==> src/hdl/bstk_pkg.sv <==
// Shared constants and types for the byte stack unit.
// No dependencies.
package bstk_pkg;

  localparam int DEPTH  = 64;
  localparam int ADDR_W = $clog2(DEPTH);
  localparam int CNT_W  = $clog2(DEPTH + 1);
  localparam int CMD_W  = 3;
  localparam int DATA_W = 8;

  typedef enum logic [CMD_W-1:0] {
    CMD_PUSH   = 3'd0,
    CMD_POP    = 3'd1,
    CMD_INVERT = 3'd2,
    CMD_PURGE  = 3'd3,
    CMD_CLEAR  = 3'd4
  } cmd_t;

  typedef enum logic [3:0] {
    S_IDLE,
    S_EXEC,
    S_POP_WAIT,
    S_INV_RLO,
    S_INV_RHI,
    S_INV_WLO,
    S_INV_WHI,
    S_PRG_RD,
    S_PRG_CHK,
    S_TOP_RD,
    S_TOP_WAIT,
    S_DONE
  } state_t;

endpackage

==> src/hdl/bstk_ram.sv <==
// Generic single-write, single-read RAM with registered read data.
// No dependencies.
module bstk_ram #(
  parameter int WIDTH = 8,
  parameter int DEPTH = 64
) (
  input  logic                     clk,
  input  logic                     we,
  input  logic [$clog2(DEPTH)-1:0] waddr,
  input  logic [WIDTH-1:0]         wdata,
  input  logic                     re,
  input  logic [$clog2(DEPTH)-1:0] raddr,
  output logic [WIDTH-1:0]         rdata
);

  logic [WIDTH-1:0] mem [DEPTH];

  always_ff @(posedge clk) begin
    if (we) begin
      mem[waddr] <= wdata;
    end
    if (re) begin
      rdata <= mem[raddr];
    end
  end

endmodule

==> src/hdl/byte_stack_with_invert_and_purge_unit.sv <==
// Byte stack unit: push, pop, invert, purge-equal and clear on a LIFO in RAM.
// Depends on bstk_pkg and bstk_ram.
//
//   channel | dir | handshake         | fields
//   --------+-----+-------------------+------------------------------------------
//   in      | in  | in_valid/in_stall | cmd, data_value
//   out     | out | out_valid/out_stall | popped_value, removed_count, push_refused,
//           |     |                   | top_value, entry_count, is_empty
//
// One word at a time (n = entries held): pop with n > 1 reads the new top; invert
//   with n >= 2 swaps pairs from both ends (read lo, read hi, write lo, write hi);
//   purge reads each entry and writes back the unequal ones. Both walks then read
//   the new top unless none is left; the single RAM read port sets their steps.
// Synchronous reset empties the stack; RAM contents are not cleared.
// in_stall is high while a word is in work; a stalled result holds the next one.
module byte_stack_with_invert_and_purge_unit (
  input  logic                        clk,
  input  logic                        rst,
  input  logic                        in_valid,
  output logic                        in_stall,
  input  logic [bstk_pkg::CMD_W-1:0]  cmd,
  input  logic [bstk_pkg::DATA_W-1:0] data_value,
  output logic                        out_valid,
  input  logic                        out_stall,
  output logic [bstk_pkg::DATA_W-1:0] popped_value,
  output logic [bstk_pkg::CNT_W-1:0]  removed_count,
  output logic                        push_refused,
  output logic [bstk_pkg::DATA_W-1:0] top_value,
  output logic [bstk_pkg::CNT_W-1:0]  entry_count,
  output logic                        is_empty
);
  import bstk_pkg::*;

  state_t state, state_next;

  logic [CMD_W-1:0]  cmd_q;
  logic [DATA_W-1:0] data_q;
  logic [CNT_W-1:0]  count, count_next;
  logic [DATA_W-1:0] top, top_next;
  logic [DATA_W-1:0] popped, popped_next;
  logic [CNT_W-1:0]  removed, removed_next;
  logic              refused, refused_next;
  logic [ADDR_W-1:0] lo, lo_next, hi, hi_next;
  logic [CNT_W-1:0]  rd_ptr, rd_ptr_next, wr_ptr, wr_ptr_next;
  logic [DATA_W-1:0] hold_lo, hold_lo_next;

  logic              ram_we, ram_re;
  logic [ADDR_W-1:0] ram_waddr, ram_raddr;
  logic [DATA_W-1:0] ram_wdata, ram_rdata;

  logic [CNT_W-1:0]  cnt_m1, cnt_m2, rd_inc, wr_inc;
  logic              keep, prg_last, inv_more, accept, load;

  assign cnt_m1   = count - CNT_W'(1);
  assign cnt_m2   = count - CNT_W'(2);
  assign rd_inc   = rd_ptr + CNT_W'(1);
  assign keep     = (ram_rdata != data_q);
  assign wr_inc   = wr_ptr + CNT_W'(keep);
  assign prg_last = (rd_inc >= count);
  assign inv_more = (({1'b0, lo} + (ADDR_W + 1)'(2)) < {1'b0, hi});
  assign accept   = in_valid && !in_stall;
  assign load     = (state == S_DONE) && (!out_valid || !out_stall);

  bstk_ram #(
    .WIDTH (DATA_W),
    .DEPTH (DEPTH)
  ) u_ram (
    .clk   (clk),
    .we    (ram_we),
    .waddr (ram_waddr),
    .wdata (ram_wdata),
    .re    (ram_re),
    .raddr (ram_raddr),
    .rdata (ram_rdata)
  );

  // next state
  always_comb begin
    state_next = state;
    case (state)
      S_IDLE: begin
        if (in_valid) state_next = S_EXEC;
      end
      S_EXEC: begin
        case (cmd_q)
          CMD_POP: begin
            if (count > CNT_W'(1)) state_next = S_POP_WAIT;
            else state_next = S_DONE;
          end
          CMD_INVERT: begin
            if (count > CNT_W'(1)) state_next = S_INV_RLO;
            else state_next = S_DONE;
          end
          CMD_PURGE: begin
            if (count != '0) state_next = S_PRG_RD;
            else state_next = S_DONE;
          end
          default: state_next = S_DONE;
        endcase
      end
      S_POP_WAIT: state_next = S_DONE;
      S_INV_RLO:  state_next = S_INV_RHI;
      S_INV_RHI:  state_next = S_INV_WLO;
      S_INV_WLO:  state_next = S_INV_WHI;
      S_INV_WHI: begin
        if (inv_more) state_next = S_INV_RLO;
        else state_next = S_TOP_RD;
      end
      S_PRG_RD: state_next = S_PRG_CHK;
      S_PRG_CHK: begin
        if (prg_last) state_next = S_TOP_RD;
        else state_next = S_PRG_RD;
      end
      S_TOP_RD: begin
        if (count == '0) state_next = S_DONE;
        else state_next = S_TOP_WAIT;
      end
      S_TOP_WAIT: state_next = S_DONE;
      S_DONE: begin
        if (load) state_next = S_IDLE;
      end
      default: state_next = S_IDLE;
    endcase
  end

  // datapath and RAM control
  always_comb begin
    in_stall     = (state != S_IDLE);
    count_next   = count;
    top_next     = top;
    popped_next  = popped;
    removed_next = removed;
    refused_next = refused;
    lo_next      = lo;
    hi_next      = hi;
    rd_ptr_next  = rd_ptr;
    wr_ptr_next  = wr_ptr;
    hold_lo_next = hold_lo;
    ram_we       = 1'b0;
    ram_waddr    = '0;
    ram_wdata    = '0;
    ram_re       = 1'b0;
    ram_raddr    = '0;
    case (state)
      S_IDLE: begin
        popped_next  = '0;
        removed_next = '0;
        refused_next = 1'b0;
      end
      S_EXEC: begin
        case (cmd_q)
          CMD_PUSH: begin
            if (count < CNT_W'(DEPTH)) begin
              ram_we     = 1'b1;
              ram_waddr  = count[ADDR_W-1:0];
              ram_wdata  = data_q;
              count_next = count + CNT_W'(1);
              top_next   = data_q;
            end else begin
              refused_next = 1'b1;
            end
          end
          CMD_POP: begin
            if (count != '0) begin
              popped_next = top;
              count_next  = cnt_m1;
              if (count > CNT_W'(1)) begin
                ram_re    = 1'b1;
                ram_raddr = cnt_m2[ADDR_W-1:0];
              end else begin
                top_next = '0;
              end
            end
          end
          CMD_INVERT: begin
            lo_next = '0;
            hi_next = cnt_m1[ADDR_W-1:0];
          end
          CMD_PURGE: begin
            rd_ptr_next = '0;
            wr_ptr_next = '0;
          end
          CMD_CLEAR: begin
            count_next = '0;
            top_next   = '0;
          end
          default: ;
        endcase
      end
      S_POP_WAIT: top_next = ram_rdata;
      S_INV_RLO: begin
        ram_re    = 1'b1;
        ram_raddr = lo;
      end
      S_INV_RHI: begin
        hold_lo_next = ram_rdata;
        ram_re       = 1'b1;
        ram_raddr    = hi;
      end
      S_INV_WLO: begin
        ram_we    = 1'b1;
        ram_waddr = lo;
        ram_wdata = ram_rdata;
      end
      S_INV_WHI: begin
        ram_we    = 1'b1;
        ram_waddr = hi;
        ram_wdata = hold_lo;
        lo_next   = lo + ADDR_W'(1);
        hi_next   = hi - ADDR_W'(1);
      end
      S_PRG_RD: begin
        ram_re    = 1'b1;
        ram_raddr = rd_ptr[ADDR_W-1:0];
      end
      S_PRG_CHK: begin
        if (keep) begin
          ram_we    = 1'b1;
          ram_waddr = wr_ptr[ADDR_W-1:0];
          ram_wdata = ram_rdata;
        end
        wr_ptr_next = wr_inc;
        rd_ptr_next = rd_inc;
        if (prg_last) begin
          count_next   = wr_inc;
          removed_next = count - wr_inc;
        end
      end
      S_TOP_RD: begin
        if (count == '0) begin
          top_next = '0;
        end else begin
          ram_re    = 1'b1;
          ram_raddr = cnt_m1[ADDR_W-1:0];
        end
      end
      S_TOP_WAIT: top_next = ram_rdata;
      default: ;
    endcase
  end

  always_ff @(posedge clk) begin
    if (rst) begin
      state     <= S_IDLE;
      count     <= '0;
      top       <= '0;
      out_valid <= 1'b0;
    end else begin
      state <= state_next;
      count <= count_next;
      top   <= top_next;
      if (load) out_valid <= 1'b1;
      else if (!out_stall) out_valid <= 1'b0;
    end
  end

  always_ff @(posedge clk) begin
    if (accept) begin
      cmd_q  <= cmd;
      data_q <= data_value;
    end
    popped  <= popped_next;
    removed <= removed_next;
    refused <= refused_next;
    lo      <= lo_next;
    hi      <= hi_next;
    rd_ptr  <= rd_ptr_next;
    wr_ptr  <= wr_ptr_next;
    hold_lo <= hold_lo_next;
    if (load) begin
      popped_value  <= popped;
      removed_count <= removed;
      push_refused  <= refused;
      top_value     <= top;
      entry_count   <= count;
      is_empty      <= (count == '0);
    end
  end

endmodule

==> config.mk <==
export PLATFORM = sky130hd
export DESIGN_NAME = byte_stack_with_invert_and_purge_unit
export DESIGN_NICKNAME = d
export VERILOG_FILES = /design/src/hdl/bstk_pkg.sv /design/src/hdl/bstk_ram.sv /design/src/hdl/byte_stack_with_invert_and_purge_unit.sv
export SDC_FILE = /design/constraint.sdc
export NUM_CORES = 1
export LEC_CHECK = 0
export BUFFER_PORTS_ARGS = -buffer_cell sky130_fd_sc_hd__buf_2
export CORE_ASPECT_RATIO = 1.5
export CORE_MARGIN = 3
export CORE_UTILIZATION = 30
export CTS_CLUSTER_DIAMETER = 200
export CTS_CLUSTER_SIZE = 28
export DETAILED_ROUTE_END_ITERATION = 16
export PLACE_DENSITY = 0.54
export SLEW_MARGIN = 20
export SYNTH_ARGS = -nofsm -noshare
export SYNTH_HDL_FRONTEND = slang
export SYNTH_SLANG_ARGS = --single-unit
==> constraint.sdc <==
create_clock -name clk -period 5.9 [get_ports clk]
set_input_delay 0.59 -clock clk [delete_from_list [all_inputs] [get_ports clk]]
set_output_delay 0.59 -clock clk [all_outputs]
set_load 0.02 [all_outputs]
* Word level (Yosys, flattened, before mapping)
Memory sizes are Yosys's and may differ from the RTL's. A register that Yosys moved wholly into a read port is not among the register bits. Index checks and enable logic that the tools add are counted.
Cells by class: add/sub/neg operators 9, multiply operators 0, div/mod/pow operators 0, $lt $le $gt $ge 4, equality and inequality tests 31, shift operators 0, mux-type cells 62, bitwise logic cells 0, reductions and logical operators 27
Operator list (number):
- two-way mux 8 bit | 9
- case mux 7 bit (2 select lines) | 4
- two-way mux 6 bit | 9
- case mux 8 bit (3 select lines) | 2
- case mux 4 bit (11 select lines) | 1
- two-way mux 7 bit | 5
- case mux 8 bit (4 select lines) | 1
- case mux 6 bit (5 select lines) | 1
- two-way mux 4 bit | 7
- case mux 6 bit (2 select lines) | 2
- case mux 6 bit (4 select lines) | 1
- case mux 7 bit (3 select lines) | 1
- == test 4 x 3 -> 1 bit, second input constant | 4
- == test 4 bit, second input constant | 4
- case mux 8 bit (2 select lines) | 1
- adder 7 x 1 -> 7 bit, second input constant | 2
- two-way mux 1 bit | 14
- inequality test 2 bit, second input constant | 7
- case mux 4 bit (3 select lines) | 1
- inequality test 3 bit, second input constant | 3
- == test 4 x 2 -> 1 bit, second input constant | 2
- inequality test 2 x 1 -> 1 bit, second input constant | 4
- inequality test 8 bit | 1
- AND reduction 2 bit | 4
- other kinds (33) | 43
Storage, ports and cells: register bits after elaboration 113, latch bits 0, RAM bits 512, ROM bits 0, input bits 15, output and inout port bits 34, word-level logic and storage cells 154, memories 1
Memories:
- u_ram.mem | depth 64, width 8, read ports 1, clocked after memory_dff 1, wr ports 1, line bstk_ram.sv:16 | logic [WIDTH-1:0] mem [DEPTH];

* Depth between registers and ports, before layout
depth in word-level cells 6, depth in mapped cells 16, gate-level depth less buffers 14

* Cells and area by module
Synthesis repeated with hierarchy kept, for this count alone.
Unflattened totals: cells, all modules 1500, area, all modules 26347.8 sq um
Modules (own cells, without submodules):
- bstk_ram | instances 1, cells each 940, area each 20246.9 sq um, seq. area each 15615.0 sq um
- byte_stack_with_invert_and_purge_unit | instances 1, cells each 560, area each 6100.9 sq um, seq. area each 3193.1 sq um

* Least setup slack after synthesis
OpenSTA, ideal clock, no wires.
kind reg-to-reg, start point register state[0], end point memory u_ram.mem[33][0], enable pin, library setup time 395 ps, arrival 3027 ps, data required time 5505 ps, path slack 2479 ps, cell stages (with the launch flop) 9, buffers on the path 2, clock period less this slack 3421 ps, path through dfxtp_1 -> buf_2 -> nor4b_4 -> nand2_1 -> nor4_1 -> clkbuf_1 -> nand2_1 -> and4_1 -> nor4_1
On the way: cells in the longest elaborated chain, start to end 5, elaborated cells between the ends (all ways) 9, those cells by class eq/ne (4); mux (4); reduce/logical (1)
RTL lines:
- from (decl) | line byte_stack_with_invert_and_purge_unit.sv:34 | state_t state, state_next;
- from (signal assigned) | line byte_stack_with_invert_and_purge_unit.sv:249 | state <= state_next;
- == test 4 x 3 -> 1 bit | line byte_stack_with_invert_and_purge_unit.sv:144 | case (state)
- OR reduction 2 bit (no line)
- case mux 1 bit (3 select lines) | line byte_stack_with_invert_and_purge_unit.sv:144
- two-way mux 1 bit | line bstk_ram.sv:19 | if (we) begin
- two-way mux 1 bit (not written as such) | line bstk_ram.sv:20 | mem[waddr] <= wdata;
- to (decl) | line bstk_ram.sv:16
Several ways; a longest one is shown, not always the timed one.

* Final worst setup path
start point register count[1], end point register u_ram.rdata[2], read port of u_ram.mem, data pin
On the way: cells in the longest elaborated chain, start to end 5, elaborated cells between the ends (all ways) 15, those cells by class add/sub (2); order compare (1); mux (10); reduce/logical (2)
RTL lines:
- from (decl) | line byte_stack_with_invert_and_purge_unit.sv:38 | logic [CNT_W-1:0] count, count_next;
- from (signal assigned) | line byte_stack_with_invert_and_purge_unit.sv:250 | count <= count_next;
- subtractor 6 x 2 -> 6 bit / greater-than comparator 7 x 1 -> 1 bit (equally long branches) | line byte_stack_with_invert_and_purge_unit.sv:55, byte_stack_with_invert_and_purge_unit.sv:167
- two-way mux 6 bit / two-way mux 1 bit (equally long branches) | line byte_stack_with_invert_and_purge_unit.sv:167 | if (count > CNT_W'(1)) begin
- two-way mux 6 bit / two-way mux 1 bit (equally long branches) | line byte_stack_with_invert_and_purge_unit.sv:164 | if (count != '0) begin
- two-way mux 6 bit / two-way mux 1 bit (equally long branches) | line byte_stack_with_invert_and_purge_unit.sv:151 | case (cmd_q)
- case mux 6 bit (5 select lines) / case mux 1 bit (3 select lines) (equally long branches) | line byte_stack_with_invert_and_purge_unit.sv:144
- to (decl) | line bstk_ram.sv:13 | output logic [WIDTH-1:0] rdata
Several ways; a longest one is shown, not always the timed one. A chain may end at the register's enable or synchronous reset.

==> results.md <==
- Mapped Nets: 2208
- Yosys warns: 0
- DR DRC count: 0
- R2r startpoint: count[1]
- EDFF count, synth: 613
- DRT iter0 DRCs: 1677
- Maximum VDD drop: 0.2119 mV
- Mapped Cells: 2162
- Worst setup margin: 1020 ps
- Clk sinks: 633
- Syn_area_per_cell: 12.61 µm²
- Worst-path cell chain: inv_1, ha_1, a21boi_0, o21ai_1, nand2b_2, a2bb2oi_1, a221o_2, nor3b_1, o211ai_1, nand3_1, nor3_1
- Gr usage total: 0.1549
- Final net count: 2197
- Vias per inst: 5.180
- Final Skew: 42.76 ps
- P&R area growth vs syn: 8.336%
- Finish-stage setup viols: 0
- Die X: 252.1 µm
- Post-CTS setup buffer count: 0
- Worst R2R Path Depth: 11
- Routed wire length: 75270 µm
- Hold Path Origin: data_value[2]
- CP endpoint kind: register
- Pin count of the biggest net entering global routing: 167
- Reg2reg setup slack: 1020 ps
- Port bufs: 48
- Core footprint: 89530 µm²
- I/O Pins: 49
- Number of antenna violations at the first check in global routing: 0
- CTS tree: built
- Tightest Hold Check Type: primary input to register
- Fin util: 0.3298
- Hold Buf Count CTS: 0
- Global-route wire length before repair: 111300 µm
- Period utilisation layout: 0.8272
- Data required time of the worst path: 6280 ps
- Worst-path clk slew: 120 ps
- Dpl cells: 3278
- Commonest non-fill, non-tap cell in the layout: edfxtp_1
- Commonest non-fill, non-tap cells in the layout: 613 x edfxtp_1, 414 x nand2_1, 207 x nor2_1
- Slowest-stage cell, CP: nor3b_1
- Site row count: 134
- Final-report max-slew violation count: 0
- GP Congestion: 0.8922
- CP Buf/Inv Count: 1
- Setup TNS: 0 ps
- Num CTS Buffers: 26
- Layout cells sized above 1: 0.07094
- Max FO, Critical Path: 28
- Worst Setup Slack post-DPL: 1025 ps
- Kind of critical path: register to register
- Max-cap viol count: 0
- Root Driver: clkbuf_16
- DP HPWL: 50540 µm
- Mapped cell area: 27260 µm²
- Fmax: 0.2049 GHz
- Antenna Nets Post-Route: 0
- Finished Layout Cells: 3327
- Antenna fix cells: 0
- Hold Fails Final Rpt: 0
- Yosys reg bits: 633
- Worst EP arrival: 5260 ps
- Hold path depth: 1
- Worst r2r dst: u_ram.rdata[2]
- Final Critical Period: 4880 ps
- Min-Delay Endpoint: data_q[2]
- Lkg Pwr: 9.921 nW
- Die height: 375.2 µm
- Status: complete, no violations
- Post_cts resized: 0
- First-pass DRT Iterations: 6
- Worst Tran Pin Value: 1033 ps
- Initial Util: 0.3044
- Synth cell types: 81
- Main synth FF type: edfxtp_1
- Vias in the first global route: 17261
- Max_slew headroom: 0.3098
- Total gr overflow: 0
- Post-synthesis sequential area ratio: 0.6900
- Critical path launch point type: register
- Routed WL per cell: 22.62 µm
- Die footprint: 94580 µm²
- Slowest stage delay, CP: 840 ps
- Clock tree buffer depth: 3
- Vias: 17234
- Share of synthesized registers carrying an async set or reset: 0
- Unrepaired setup endpoints after global routing: false
- CTS H-tree depth: 1
- Worst-skew pair later-pin latency: 630 ps
- Pwr per Cell Area: 421.5 nW/µm²
- Worst path top cell family by delay: compound AO/OA/AOI/OAI gates
==> logic make-up (layout without fill, tap and decap cells) <==
group	after synthesis	count (layout)	synth area share
buf+inv	158	167	0.02740
simple gates	916	916	0.1486
fa+ha+maj	31	31	0.01451
compound gates	331	331	0.08704
flops	633	633	0.6900
mux	53	53	0.01956
xor+xnor	40	40	0.01285
==> per-stage QoR <==
step | hold slack, ps | power [mW] | cell area [µm²]
floorplan | 400.3 | 8.699 | 27260
global placement | 401.4 | 10.29 | 28750
detailed placement | 404.5 | 10.33 | 28760
CTS | 106.4 | 12.54 | 29520
global route | 116.0 | 13.06 | 29530
finish | 143.2 | 12.44 | 29530
==> metal layers <==
layer	routed length, µm	track usage	up-vias
li1	-	-	7929
met1	28250	0.1757	8653
met2	39600	0.2866	509
met3	3086	0.01367	143
met4	4324	0.08190	0
met5	0	0	-
==> sequential cells by signal (all words and copies together) (netlist names), 3 cells and up <==
name	count
hi	6
popped	8
state	4
removed	7
top_value	8
entry_count	7
cmd_q	3
lo	6
u_ram.rdata	8
count	7
popped_value	8
data_q	8
u_ram.mem	512
removed_count	7
hold_lo	8
rd_ptr	7
top	8
wr_ptr	7
==> layout make-up <==
class / instances / area (µm²)
fill: 8869 / 60000
sequential: 633 / 18810
multi-input combinational: 1371 / 7780
tap: 1156 / 1446
clock buffer: 47 / 750.7
timing repair buffer: 90 / 615.6
inverter: 29 / 111.4
clock inverter: 1 / 16.27
==> synth_stat cells, drive strengths merged (28+ instances only) <==
library cell	n	area share
nand3	156	0.029
buf	84	0.017
a31oi	32	0.0073
o211ai	28	0.0081
edfxtp	613	0.68
o21ai	55	0.010
nand2	414	0.057
mux2i	51	0.019
and2	55	0.013
a211oi	54	0.015
a21oi	34	0.0062
clkbuf	45	0.0062
nor2	207	0.029
ha	30	0.014
inv	29	0.0040
==> power by group <==
part	internal, mW	switching (mW)	total, mW
Sequential	5.64	0.299	5.94
Combinational	1.24	3.04	4.28
Clock	0.879	1.34	2.22
==> worst register-to-register path, delay by kind of cell (launching register included) <==
family	cells	cell delay [ps]
adders and majority gates	1	350
AOI/OAI and AO/OA	5	1910
DFF	1	710
buffers and inverters	1	270
and+or+nand+nor	4	1410
==> how the worst max path moves through the flow <==
stage                  start  cells past startpoint               end
finish              count[1]                     11    u_ram.rdata[2]
global route        count[1]                     11    u_ram.rdata[2]
CTS                 count[1]                     12    u_ram.rdata[6]
detailed placement  count[1]                     12    u_ram.rdata[6]
global placement    count[1]                     12    u_ram.rdata[6]
floorplan           state[0]                      8  u_ram.mem[33][0]
No activity file was read; power rests on OpenSTA's default activity.
